<file path="config.mk">
export PLATFORM = sky130hd
export DESIGN_NAME = lcg_fisher_yates_shuffle
export DESIGN_NICKNAME = d
export VERILOG_FILES = /design/src/rtl/lfys_pkg.sv /design/src/rtl/lcg_fisher_yates_shuffle.sv /design/src/rtl/lfys_lcg.sv /design/src/rtl/lfys_mod.sv
export SDC_FILE = /design/constraint.sdc
export NUM_CORES = 2
export LEC_CHECK = 0
export BUFFER_PORTS_ARGS = -buffer_cell sky130_fd_sc_hd__buf_2
export CELL_PAD_IN_SITES_DETAIL_PLACEMENT = 1
export CELL_PAD_IN_SITES_GLOBAL_PLACEMENT = 1
export CORE_MARGIN = 10
export CORE_UTILIZATION = 45
export CTS_CLUSTER_DIAMETER = 50
export DETAILED_ROUTE_END_ITERATION = 8
export GPL_TIMING_DRIVEN = 0
export PLACE_DENSITY_LB_ADDON = 0.1
export SYNTH_ARGS = -nofsm -noshare
export SYNTH_HDL_FRONTEND = slang
export SYNTH_HIERARCHICAL = 1
export SYNTH_SLANG_ARGS = --single-unit
</file>
<file path="constraint.sdc">
create_clock -name clk -period 7.64 [get_ports clk]
set_clock_uncertainty 0.15 [all_clocks]
set_input_delay 0.764 -clock clk [delete_from_list [all_inputs] [get_ports clk]]
set_output_delay 0.764 -clock clk [all_outputs]
set_load 0.05 [all_outputs]
</file>
<file path="src/rtl/lfys_pkg.sv">
package lfys_pkg;

  localparam int MAX_COUNT = 64;
  localparam int IDX_W = (MAX_COUNT > 1) ? $clog2(MAX_COUNT) : 1;
  localparam int VAL_W = 7;
  localparam int SEED_W = 32;
  localparam int HALF_W = 16;

  localparam logic [SEED_W-1:0] LcgMul = 32'd1103515245;
  localparam logic [SEED_W-1:0] LcgAdd = 32'd12345;
  localparam logic [VAL_W-1:0] MaxCountV = VAL_W'(MAX_COUNT);

  typedef struct packed {
    logic [SEED_W-1:0] seed;
    logic [VAL_W-1:0]  count;
  } in_t;

  typedef struct packed {
    logic [VAL_W-1:0] element_value;
    logic             last;
  } out_t;

  typedef struct packed {
    logic              start;
    logic [HALF_W-1:0] dividend;
    logic [VAL_W-1:0]  divisor;
  } mod_req_t;

  typedef struct packed {
    logic             done;
    logic [IDX_W-1:0] rem;
  } mod_rsp_t;

endpackage

</file>
<file path="src/rtl/lcg_fisher_yates_shuffle.sv">
// Shuffles the values 1..n with a Fisher-Yates pass whose swap indexes come from a 32-bit
// linear congruential generator seeded by the transaction, then streams the n values out with
// the last one flagged. A count above 64 is treated as 64 and a count of zero yields no output.
// Each swap is set by a 16-step restoring modulo unit that produces one quotient bit per cycle,
// plus a multiply, an add, and a read and two writes on the single-write store. A new input
// transaction is taken once the last element of the previous one has been loaded into the
// output register, even if that element is still waiting there.
module lcg_fisher_yates_shuffle
  import lfys_pkg::*;
(
  input  logic clk,
  input  logic rst_n,
  input  logic in_valid,
  output logic in_stall,
  input  in_t  in_data,
  output logic out_valid,
  input  logic out_stall,
  output out_t out_data
);

  typedef enum logic [9:0] {
    ST_IDLE     = 10'b00_0000_0001,
    ST_FILL     = 10'b00_0000_0010,
    ST_LCG_MUL  = 10'b00_0000_0100,
    ST_LCG_ADD  = 10'b00_0000_1000,
    ST_MOD_GO   = 10'b00_0001_0000,
    ST_MOD_WAIT = 10'b00_0010_0000,
    ST_SW_RD    = 10'b00_0100_0000,
    ST_SW_WR_I  = 10'b00_1000_0000,
    ST_SW_WR_J  = 10'b01_0000_0000,
    ST_EMIT_LD  = 10'b10_0000_0000
  } state_t;

  state_t           state_r, state_nxt;
  logic [IDX_W-1:0] idx_r, idx_nxt;
  logic [IDX_W-1:0] nm1_r, nm1_nxt;
  logic             out_valid_r, out_valid_nxt;
  out_t             out_r, out_nxt;
  logic             in_acc, out_load, emit_slot;
  logic [VAL_W-1:0] n_sat;

  logic [VAL_W-1:0] perm_mem [MAX_COUNT];
  logic             we;
  logic [IDX_W-1:0] waddr;
  logic [VAL_W-1:0] wdata;
  logic [VAL_W-1:0] rdata_i_r, rdata_j_r;

  logic              lcg_load, lcg_mul, lcg_add;
  logic [SEED_W-1:0] lcg_state;
  mod_req_t          mod_req;
  mod_rsp_t          mod_rsp;

  lfys_lcg u_lcg (
    .clk    (clk),
    .rst_n  (rst_n),
    .load   (lcg_load),
    .seed   (in_data.seed),
    .mul_en (lcg_mul),
    .add_en (lcg_add),
    .state  (lcg_state)
  );

  lfys_mod u_mod (
    .clk   (clk),
    .rst_n (rst_n),
    .req   (mod_req),
    .rsp   (mod_rsp)
  );

  assign in_stall  = (state_r != ST_IDLE);
  assign in_acc    = in_valid && !in_stall;
  assign emit_slot = !out_valid_r || !out_stall;
  assign out_load  = (state_r == ST_EMIT_LD) && emit_slot;
  assign n_sat     = (in_data.count > MaxCountV) ? MaxCountV : in_data.count;

  assign lcg_load         = in_acc;
  assign lcg_mul          = (state_r == ST_LCG_MUL);
  assign lcg_add          = (state_r == ST_LCG_ADD);
  assign mod_req.start    = (state_r == ST_MOD_GO);
  assign mod_req.dividend = lcg_state[SEED_W-1:HALF_W];
  assign mod_req.divisor  = VAL_W'(idx_r) + 1'b1;

  always_comb begin
    state_nxt = state_r;
    idx_nxt   = idx_r;
    nm1_nxt   = nm1_r;
    we        = 1'b0;
    waddr     = idx_r;
    wdata     = VAL_W'(idx_r) + 1'b1;
    out_nxt   = out_r;
    unique case (state_r)
      ST_IDLE: begin
        if (in_acc && (n_sat != '0)) begin
          nm1_nxt   = IDX_W'(n_sat - 1'b1);
          idx_nxt   = '0;
          state_nxt = ST_FILL;
        end
      end
      ST_FILL: begin
        we = 1'b1;
        if (idx_r == nm1_r) begin
          if (nm1_r == '0) begin
            idx_nxt   = '0;
            state_nxt = ST_EMIT_LD;
          end else begin
            state_nxt = ST_LCG_MUL;
          end
        end else begin
          idx_nxt = idx_r + 1'b1;
        end
      end
      ST_LCG_MUL:  state_nxt = ST_LCG_ADD;
      ST_LCG_ADD:  state_nxt = ST_MOD_GO;
      ST_MOD_GO:   state_nxt = ST_MOD_WAIT;
      ST_MOD_WAIT: begin
        if (mod_rsp.done) begin
          state_nxt = ST_SW_RD;
        end
      end
      ST_SW_RD:    state_nxt = ST_SW_WR_I;
      ST_SW_WR_I: begin
        we        = 1'b1;
        wdata     = rdata_j_r;
        state_nxt = ST_SW_WR_J;
      end
      ST_SW_WR_J: begin
        we    = 1'b1;
        waddr = mod_rsp.rem;
        wdata = rdata_i_r;
        if (idx_r == IDX_W'(1)) begin
          idx_nxt   = '0;
          state_nxt = ST_EMIT_LD;
        end else begin
          idx_nxt   = idx_r - 1'b1;
          state_nxt = ST_LCG_MUL;
        end
      end
      ST_EMIT_LD: begin
        if (emit_slot) begin
          out_nxt.element_value = rdata_i_r;
          out_nxt.last          = (idx_r == nm1_r);
          if (idx_r == nm1_r) begin
            state_nxt = ST_IDLE;
          end else begin
            idx_nxt = idx_r + 1'b1;
          end
        end
      end
      default: state_nxt = ST_IDLE;
    endcase
  end

  // On entry and after each index change, the emit state waits until the registered store read is current.
  logic emit_wait_r;

  assign out_valid_nxt = (out_load && !emit_wait_r) ? 1'b1 : (out_valid_r && out_stall);

  always_ff @(posedge clk) begin
    if (!rst_n) begin
      state_r     <= ST_IDLE;
      idx_r       <= '0;
      nm1_r       <= '0;
      out_valid_r <= 1'b0;
      emit_wait_r <= 1'b1;
    end else begin
      out_valid_r <= out_valid_nxt;
      if (state_r == ST_EMIT_LD && emit_wait_r) begin
        emit_wait_r <= 1'b0;
      end else begin
        state_r     <= state_nxt;
        idx_r       <= idx_nxt;
        nm1_r       <= nm1_nxt;
        emit_wait_r <= 1'b1;
      end
    end
  end

  always_ff @(posedge clk) begin
    if (out_load && !emit_wait_r) begin
      out_r <= out_nxt;
    end
  end

  always_ff @(posedge clk) begin
    if (we) begin
      perm_mem[waddr] <= wdata;
    end
    rdata_i_r <= perm_mem[idx_r];
    rdata_j_r <= perm_mem[mod_rsp.rem];
  end

  assign out_valid = out_valid_r;
  assign out_data  = out_r;

  a_mod_done_in_wait: assert property (@(posedge clk) disable iff (!rst_n)
    mod_rsp.done |-> (state_r == ST_MOD_WAIT))
    else $error("modulo result arrived outside the wait state");

  a_swap_index_bound: assert property (@(posedge clk) disable iff (!rst_n)
    (state_r == ST_SW_RD) |-> (mod_rsp.rem <= idx_r))
    else $error("swap index exceeds current index");

  a_out_rise_from_emit: assert property (@(posedge clk) disable iff (!rst_n)
    $rose(out_valid_r) |-> $past(state_r == ST_EMIT_LD))
    else $error("output transaction raised outside the emit state");

  a_last_ends_item: assert property (@(posedge clk) disable iff (!rst_n)
    (out_load && !emit_wait_r && (idx_r == nm1_r)) |=> (state_r == ST_IDLE))
    else $error("sequencer did not return to idle after the last element");

endmodule

</file>
<file path="src/rtl/lfys_lcg.sv">
module lfys_lcg
  import lfys_pkg::*;
(
  input  logic              clk,
  input  logic              rst_n,
  input  logic              load,
  input  logic [SEED_W-1:0] seed,
  input  logic              mul_en,
  input  logic              add_en,
  output logic [SEED_W-1:0] state
);

  logic [SEED_W-1:0] state_r, state_nxt;
  logic [SEED_W-1:0] prod_r;

  always_comb begin
    state_nxt = state_r;
    if (load) begin
      state_nxt = seed;
    end else if (add_en) begin
      state_nxt = prod_r + LcgAdd;
    end
  end

  always_ff @(posedge clk) begin
    if (!rst_n) begin
      state_r <= '0;
    end else begin
      state_r <= state_nxt;
    end
  end

  always_ff @(posedge clk) begin
    if (mul_en) begin
      prod_r <= state_r * LcgMul;
    end
  end

  assign state = state_r;

endmodule

</file>
<file path="src/rtl/lfys_mod.sv">
module lfys_mod
  import lfys_pkg::*;
(
  input  logic     clk,
  input  logic     rst_n,
  input  mod_req_t req,
  output mod_rsp_t rsp
);

  localparam int CNT_W = $clog2(HALF_W);

  logic              busy_r, busy_nxt;
  logic              done_r, done_nxt;
  logic [CNT_W-1:0]  cnt_r, cnt_nxt;
  logic [HALF_W-1:0] dvd_r, dvd_nxt;
  logic [VAL_W-1:0]  rem_r, rem_nxt;
  logic [VAL_W-1:0]  div_r, div_nxt;
  logic [VAL_W-1:0]  trial;

  assign trial = {rem_r[VAL_W-2:0], dvd_r[HALF_W-1]};

  always_comb begin
    busy_nxt = busy_r;
    done_nxt = 1'b0;
    cnt_nxt  = cnt_r;
    dvd_nxt  = dvd_r;
    rem_nxt  = rem_r;
    div_nxt  = div_r;
    if (req.start) begin
      busy_nxt = 1'b1;
      cnt_nxt  = '0;
      dvd_nxt  = req.dividend;
      rem_nxt  = '0;
      div_nxt  = req.divisor;
    end else if (busy_r) begin
      rem_nxt = (trial >= div_r) ? trial - div_r : trial;
      dvd_nxt = {dvd_r[HALF_W-2:0], 1'b0};
      cnt_nxt = cnt_r + 1'b1;
      if (cnt_r == CNT_W'(HALF_W - 1)) begin
        busy_nxt = 1'b0;
        done_nxt = 1'b1;
      end
    end
  end

  always_ff @(posedge clk) begin
    if (!rst_n) begin
      busy_r <= 1'b0;
      done_r <= 1'b0;
      cnt_r  <= '0;
    end else begin
      busy_r <= busy_nxt;
      done_r <= done_nxt;
      cnt_r  <= cnt_nxt;
    end
  end

  always_ff @(posedge clk) begin
    dvd_r <= dvd_nxt;
    rem_r <= rem_nxt;
    div_r <= div_nxt;
  end

  assign rsp.done = done_r;
  assign rsp.rem  = rem_r[IDX_W-1:0];

endmodule
</file>
# --- Word-level counts from Yosys, hierarchy flattened ---
# Memory sizes are Yosys's and may differ from the RTL's. A register that Yosys moved wholly into a read port is not among the register bits.
# Index checks and enable logic that the tools add are counted.
word_totals:
  in_bits: 43
  wordCells: 105
  mem_count: 1
  ram_bits: 448
  regBits: 131
mem_list:
  columns: ["name", "depth", "word_bits", "rd", "rd_ports_with_merged_regs", "wr", "line", "source"]
  rows:
  - ["perm_mem", 64, 7, 2, 2, 1, "lcg_fisher_yates_shuffle.sv:42", "logic [VAL_W-1:0] perm_mem [MAX_COUNT];"]
op_classes:
  addsub: 7
  bitwise_logic: 3
  n_eq_ne: 21
  n_reduce_logical: 23
  n_lt_le_gt_ge: 2
  mux: 32
  multipliers: 1
op_table:
  columns: ["op", "n"]
  rows:
  - ["10-bit case mux with 10 select lines", 1]
  - ["10-bit two-way mux", 7]
  - ["32-bit two-way mux", 2]
  - ["6-bit two-way mux", 8]
  - ["32-bit by 14-bit adder with 32-bit output (second input constant)", 1]
  - ["32-bit by 31-bit multiplier with 32-bit output (second input constant)", 1]
  - ["16-bit two-way mux", 2]
  - ["6-bit case mux with 4 select lines", 1]
  - ["7-bit case mux with 2 select lines", 1]
  - ["6-bit AND reduction", 2]
  - ["6-bit by 1-bit subtractor with 6-bit output (second input constant)", 2]
  - ["10-bit by 1-bit equality test with 1-bit output (second input constant)", 1]
  - ["10-bit equality test (second input constant)", 1]
  - ["10-bit by 2-bit equality test with 1-bit output (second input constant)", 1]
  - ["10-bit by 3-bit equality test with 1-bit output (second input constant)", 1]
  - ["10-bit by 4-bit equality test with 1-bit output (second input constant)", 1]
  - ["10-bit by 5-bit equality test with 1-bit output (second input constant)", 1]
  - ["10-bit by 6-bit equality test with 1-bit output (second input constant)", 1]
  - ["10-bit by 7-bit equality test with 1-bit output (second input constant)", 1]
  - ["10-bit by 8-bit equality test with 1-bit output (second input constant)", 1]
  - ["10-bit by 9-bit equality test with 1-bit output (second input constant)", 1]
  - ["10-bit by 1-bit inequality test with 1-bit output (second input constant)", 1]
  - ["2-bit inequality test (second input constant)", 5]
  - ["1-bit two-way mux", 9]
  - ["other kinds (23)", 36]

# --- Logic depth before layout (Yosys ltp) ---
depth:
  depth_word: 6
  ltp_mapped: 24

# --- Cells and area by module ---
# The synthesis kept the hierarchy.
by_module_without_submodules:
  columns: ["module", "instances", "seq_area_each_um2", "cells_per_inst", "area_each_um2"]
  rows:
  - ["lcg_fisher_yates_shuffle", 1, 14453.9, 1379, 23222.3]
  - ["lfys_lcg", 1, 1601.5, 1161, 11410.9]
  - ["lfys_mod", 1, 930.9, 143, 1722.9]

# --- Least setup slack after synthesis ---
# OpenSTA, ideal clock, no wires.
synth_timing:
  path_type: "register -> register"
  startpoint: "register u_lcg.state_r[5], in the netlist u_lcg/state[5]"
  endpoint: "register u_lcg.prod_r[31] (data pin)"
  setup_ns: 0.261
  arrival_ns: 5.917
  n_path_buf: 1
  stages_incl_launch_ff: 23
  path_slack_ns: 1.311
  t_required_ns: 7.229
  cell_sequence: "dfxtp_1 > ha_1 > xor2_1 > ha_1 > a21oi_1 > fa_1 > fa_1 > inv_1 > fa_1 > inv_1 > fa_1 > inv_1 > fa_1 > fa_1 > ha_1 > clkbuf_1 > a21oi_1 > o21ai_0 > a311oi_1 > nand3_1 > o31ai_1 > o21ai_0 > xnor2_1"
synth_between:
  elab_chain_len: 1
synth_rtl:
  columns: ["item", "line", "source"]
  rows:
  - ["start: declaration", "lfys_lcg.sv:13", "logic [SEED_W-1:0] state_r, state_nxt;"]
  - ["start signal: assignment", "lfys_lcg.sv:29", "state_r <= state_nxt;"]
  - ["32-bit by 31-bit multiplier with 32-bit output", "lfys_lcg.sv:35", "prod_r <= state_r * LcgMul;"]
  - ["end signal: assignment", "lfys_lcg.sv:35", null]
  - ["end: declaration", "lfys_lcg.sv:14", "logic [SEED_W-1:0] prod_r;"]
# Every way passes these cells.
# A chain may end at the register's enable or synchronous reset.

# --- Final worst setup path ---
layout_timing:
  startpoint: "register u_lcg.state_r[6], in the netlist u_lcg/state[6]"
  endpoint: "register u_lcg.prod_r[31] (data pin)"
# The elaborated chain is that of the path after synthesis.

==> results.json <==
{
  "ant_nets": 0,
  "viasPerCell": 6.168,
  "outcome": "finished with violations",
  "top_usage_layer": "met2",
  "cts-root-buf": "clkbuf_16",
  "antennaDiodeCount": 0,
  "core_area_sq_mm": 0.08029,
  "whs_ns": 0.2441,
  "cts_sinks": 593,
  "area_growth_pct": 12.56,
  "initial_core_util_pct": 45.28,
  "dr.pass1.iters": 5,
  "violations": "max-capacitance violations, max-slew violations",
  "rsz0062_at_grt": "no",
  "grt_pass1_wl_um": 184400,
  "worstHoldStart": "in_data[26]",
  "period_needed_ns": 7.359,
  "clk_path_buf_depth": 3,
  "p_per_area_mw_per_mm2": 311.1,
  "synth_area_per_cell_sq_um": 13.55,
  "synth_top_cell_area_share_pct": 42.21,
  "fin_area_sq_mm": 0.04092,
  "drc": 0,
  "fin_crit_sh_pct": 96.32,
  "min_to": "u_lcg/state[19]",
  "ys_seq_elements": 593,
  "yosys.area_share.adder_pct": 17.01,
  "synth_edf_count": 511,
  "r2r_slack_ns": 0.28,
  "max_freq_mhz": 135.9,
  "cp_common_cell": "fa_1",
  "cts_tree": "yes",
  "port-buffer-count": 52,
  "die_width_um": 304.2,
  "tns_ns": 0,
  "num_rows": 104,
  "synth_nets": 3107,
  "maxSlewViolCount": 11,
  "boundaryPins": 53,
  "clk_pin_slew_ns": 0.06,
  "cap_violations": 1,
  "clk_latency_ns": 0.65,
  "seq_area_frac_synth_pct": 46.72,
  "grt.total_usage_pct": 27.21,
  "yosysTopAreaCell": "edfxtp_1",
  "nFillCells": 8017,
  "use_met3_pct": 5.383,
  "cts_buffers": 79,
  "drt-total-wl_um": 127500,
  "arrival_ns": 7.56,
  "synth_ff_type": "edfxtp_1",
  "synth.cell_area_sq_mm": 0.03636,
  "synth_async_sr_flop_share_pct": 0,
  "antenna_found_initial": 3,
  "crit_type": "reg2reg",
  "gr-total-overflow": 0,
  "layout-drive-gt1-share_pct": 18.29,
  "r2r_cells": 22,
  "nets": 3250,
  "grt_use_met1_pct": 33.52,
  "grtUsageMet2_pct": 45.73,
  "drt_iter0_drc": 2386,
  "ir_worst_vdd_mv": 0.3049,
  "place_congestion": 0.9566,
  "netlist_top_cells_area": "edfxtp_1 (42%), mux4_2 (14%), fa_1 (10%), ha_1 (6.6%), dfxtp_1 (4.5%)",
  "hpwl_um": 96920,
  "synth_top_family_by_area": "adder cells",
  "r2r_end": "u_lcg/prod_r[31]",
  "syn_inst": 2683,
  "synthMuxAreaShare_pct": 14.59,
  "grt_pass1_vias": 26196,
  "start_kind": "flop",
  "wl_per_cell_um": 32.25,
  "synth_xor_area_share_pct": 2.698,
  "htree_levels": 3,
  "synth.distinct_cells": 89,
  "critPathSlowestCell": "dfxtp_1",
  "hp-class": "in2reg",
  "synth_common_cells": "edfxtp_1 (511), inv_1 (322), mux4_2 (224)",
  "die_area_sq_mm": 0.09256,
  "cpPeakStageDelay_ns": 0.56,
  "grt_max_degree": 53,
  "reg2reg_from": "u_lcg/state[6]",
  "instances_no_fill": 3952,
  "via_count": 24374,
  "ys_warn_count": 6,
  "cp_cell_sequence": "ha_1 > xor2_1 > ha_1 > a21oi_1 > fa_1 > fa_1 > inv_1 > fa_1 > inv_1 > fa_1 > inv_1 > fa_1 > fa_1 > ha_1 > clkbuf_1 > a21oi_1 > o21ai_0 > a311oi_1 > nand3_1 > o31ai_2 > o21ai_0 > xnor2_1",
  "post_cts_buffers": 0,
  "synth_compound_area_share_pct": 6.959,
  "relSlewSlack_pct": -6.153,
  "worst_pin_slew_ns": 1.592,
  "cp_data_required_time_ns": 7.84,
  "crit_fanout": 7,
  "place_area_sq_mm": 0.03818,
  "hold_depth": 2,
  "die_h_um": 304.2,
  "leakage_nw": 15.69,
  "synthSimpleGateAreaFrac_pct": 7.041,
  "finalHoldViolations": 0,
  "dp_cells": 3805,
  "report.final.setup_viol": 0,
  "synth.most_common_cell": "edfxtp_1",
  "cp-end-kind": "flop"
}
-- per-stage QoR --
stage               setup slack [ns]  util, %  power, W
CTS                          0.03441    50.95   0.01279
detailed placement           0.05633    47.56  0.008872
floorplan                      1.311        -  0.007255
global placement              -2.598    47.26  0.008808
global route                 0.03614    50.97   0.01350
finish                        0.2810    50.97   0.01273
-- registers in the layout, summed over array words and instances (netlist names), 7 cells and up --
| name | count |
|---|---|
| u_lcg/state | 32 |
| u_mod/div_r | 7 |
| u_lcg/prod_r | 32 |
| perm_mem | 448 |
| rdata_j_r | 7 |
| rdata_i_r | 7 |
| u_mod/dvd_r | 16 |
| state_r | 10 |
| out_data | 8 |
-- report_power, final --
group	leakage, nW	internal (W)	switching [W]
clock network	1.31	0.00228	0.00157
registers	6.00	0.00371	0.0000779
logic	8.38	0.00200	0.00310
-- kinds of logic (layout without fill, tap and decap cells) --
logic type                 count (synthesis)  after routing
xor gates and xnor gates                 112            112
muxes                                    248            248
AOI/OAI and AO/OA                        379            379
and+or+nand+nor                          515            515
adders and majority gates                381            381
buffers and inverters                    455            664
DFF                                      593            593
-- critical path, delay by kind of cell, from the launching register on --
family                   cells  cell delay [ns]
AO/OA/AOI/OAI                6             1.36
XOR/XNOR                     2             0.50
adder cells (fa/ha/maj)      9             3.85
buffers and inverters        4             0.35
flip-flops                   1             0.56
AND/OR/NAND/NOR              1             0.29
-- cell usage in the layout (no fill, tap or decap), types with 10 or more instances in the layout --
cell,Yosys,routed
o21ai_0,47,45
and3_1,13,12
inv_6,0,10
mux2_2,15,15
edfxtp_1,511,511
o21ai_1,20,20
mux4_2,224,224
nand2_1,85,85
o22ai_1,40,40
clkbuf_1,66,74
a22oi_1,48,48
clkinv_1,3,12
inv_1,322,322
ha_1,192,192
nor2_1,186,186
clkbuf_16,0,82
a21oi_1,96,96
nor4_1,11,11
buf_1,11,11
xor2_1,32,31
nor3_1,49,49
dfxtp_1,82,78
nor2b_1,26,26
xnor2_1,80,80
and2_1,27,27
buf_2,41,94
nand2b_1,14,14
nand4_1,13,13
clkinv_2,1,10
a211oi_1,19,19
o21a_1,10,10
fa_1,189,189
nand3_1,34,34
-- metal layers --
layer	vias to the layer above	part of all wire [%]
li1	10252	-
met1	12727	39
met2	1096	49
met3	295	7.3
met4	4	5.1
met5	-	0.042
-- what timing repair did --
item | in CTS | in global routing
hold buffers | 0 | 0
endpoints found under the hold margin | 0 | 0
setup endpoints to repair | 1 | 3
gates resized for setup | 1 | 7
pin swaps | 0 | 0
-- worst max path at each step --
stage                               from  cells after the start                to  slack [ns]
after floorplan           u_lcg/state[5]                     22  u_lcg/prod_r[31]        1.31
after global placement          idx_r[1]                      7    perm_mem[3][1]       -2.60
after detailed placement  u_lcg/state[7]                     22  u_lcg/prod_r[31]        0.06
after CTS                 u_lcg/state[8]                     22  u_lcg/prod_r[31]        0.03
after global routing      u_lcg/state[7]                     22  u_lcg/prod_r[31]        0.04
final                     u_lcg/state[6]                     22  u_lcg/prod_r[31]        0.28
-- layout make-up --
class	count	area, sq um	area share (%)
timing repair buffer	62	467.9	1.143
clock inverter	56	628.1	1.535
tap	1060	1326	3.241
clock buffer	91	2096	5.121
sequential	593	16990	41.52
multi-input combinational	1635	17600	43.02
buffer	128	580.6	1.419
inverter	327	1229	3.002
Power figures use the tool's default switching activity.
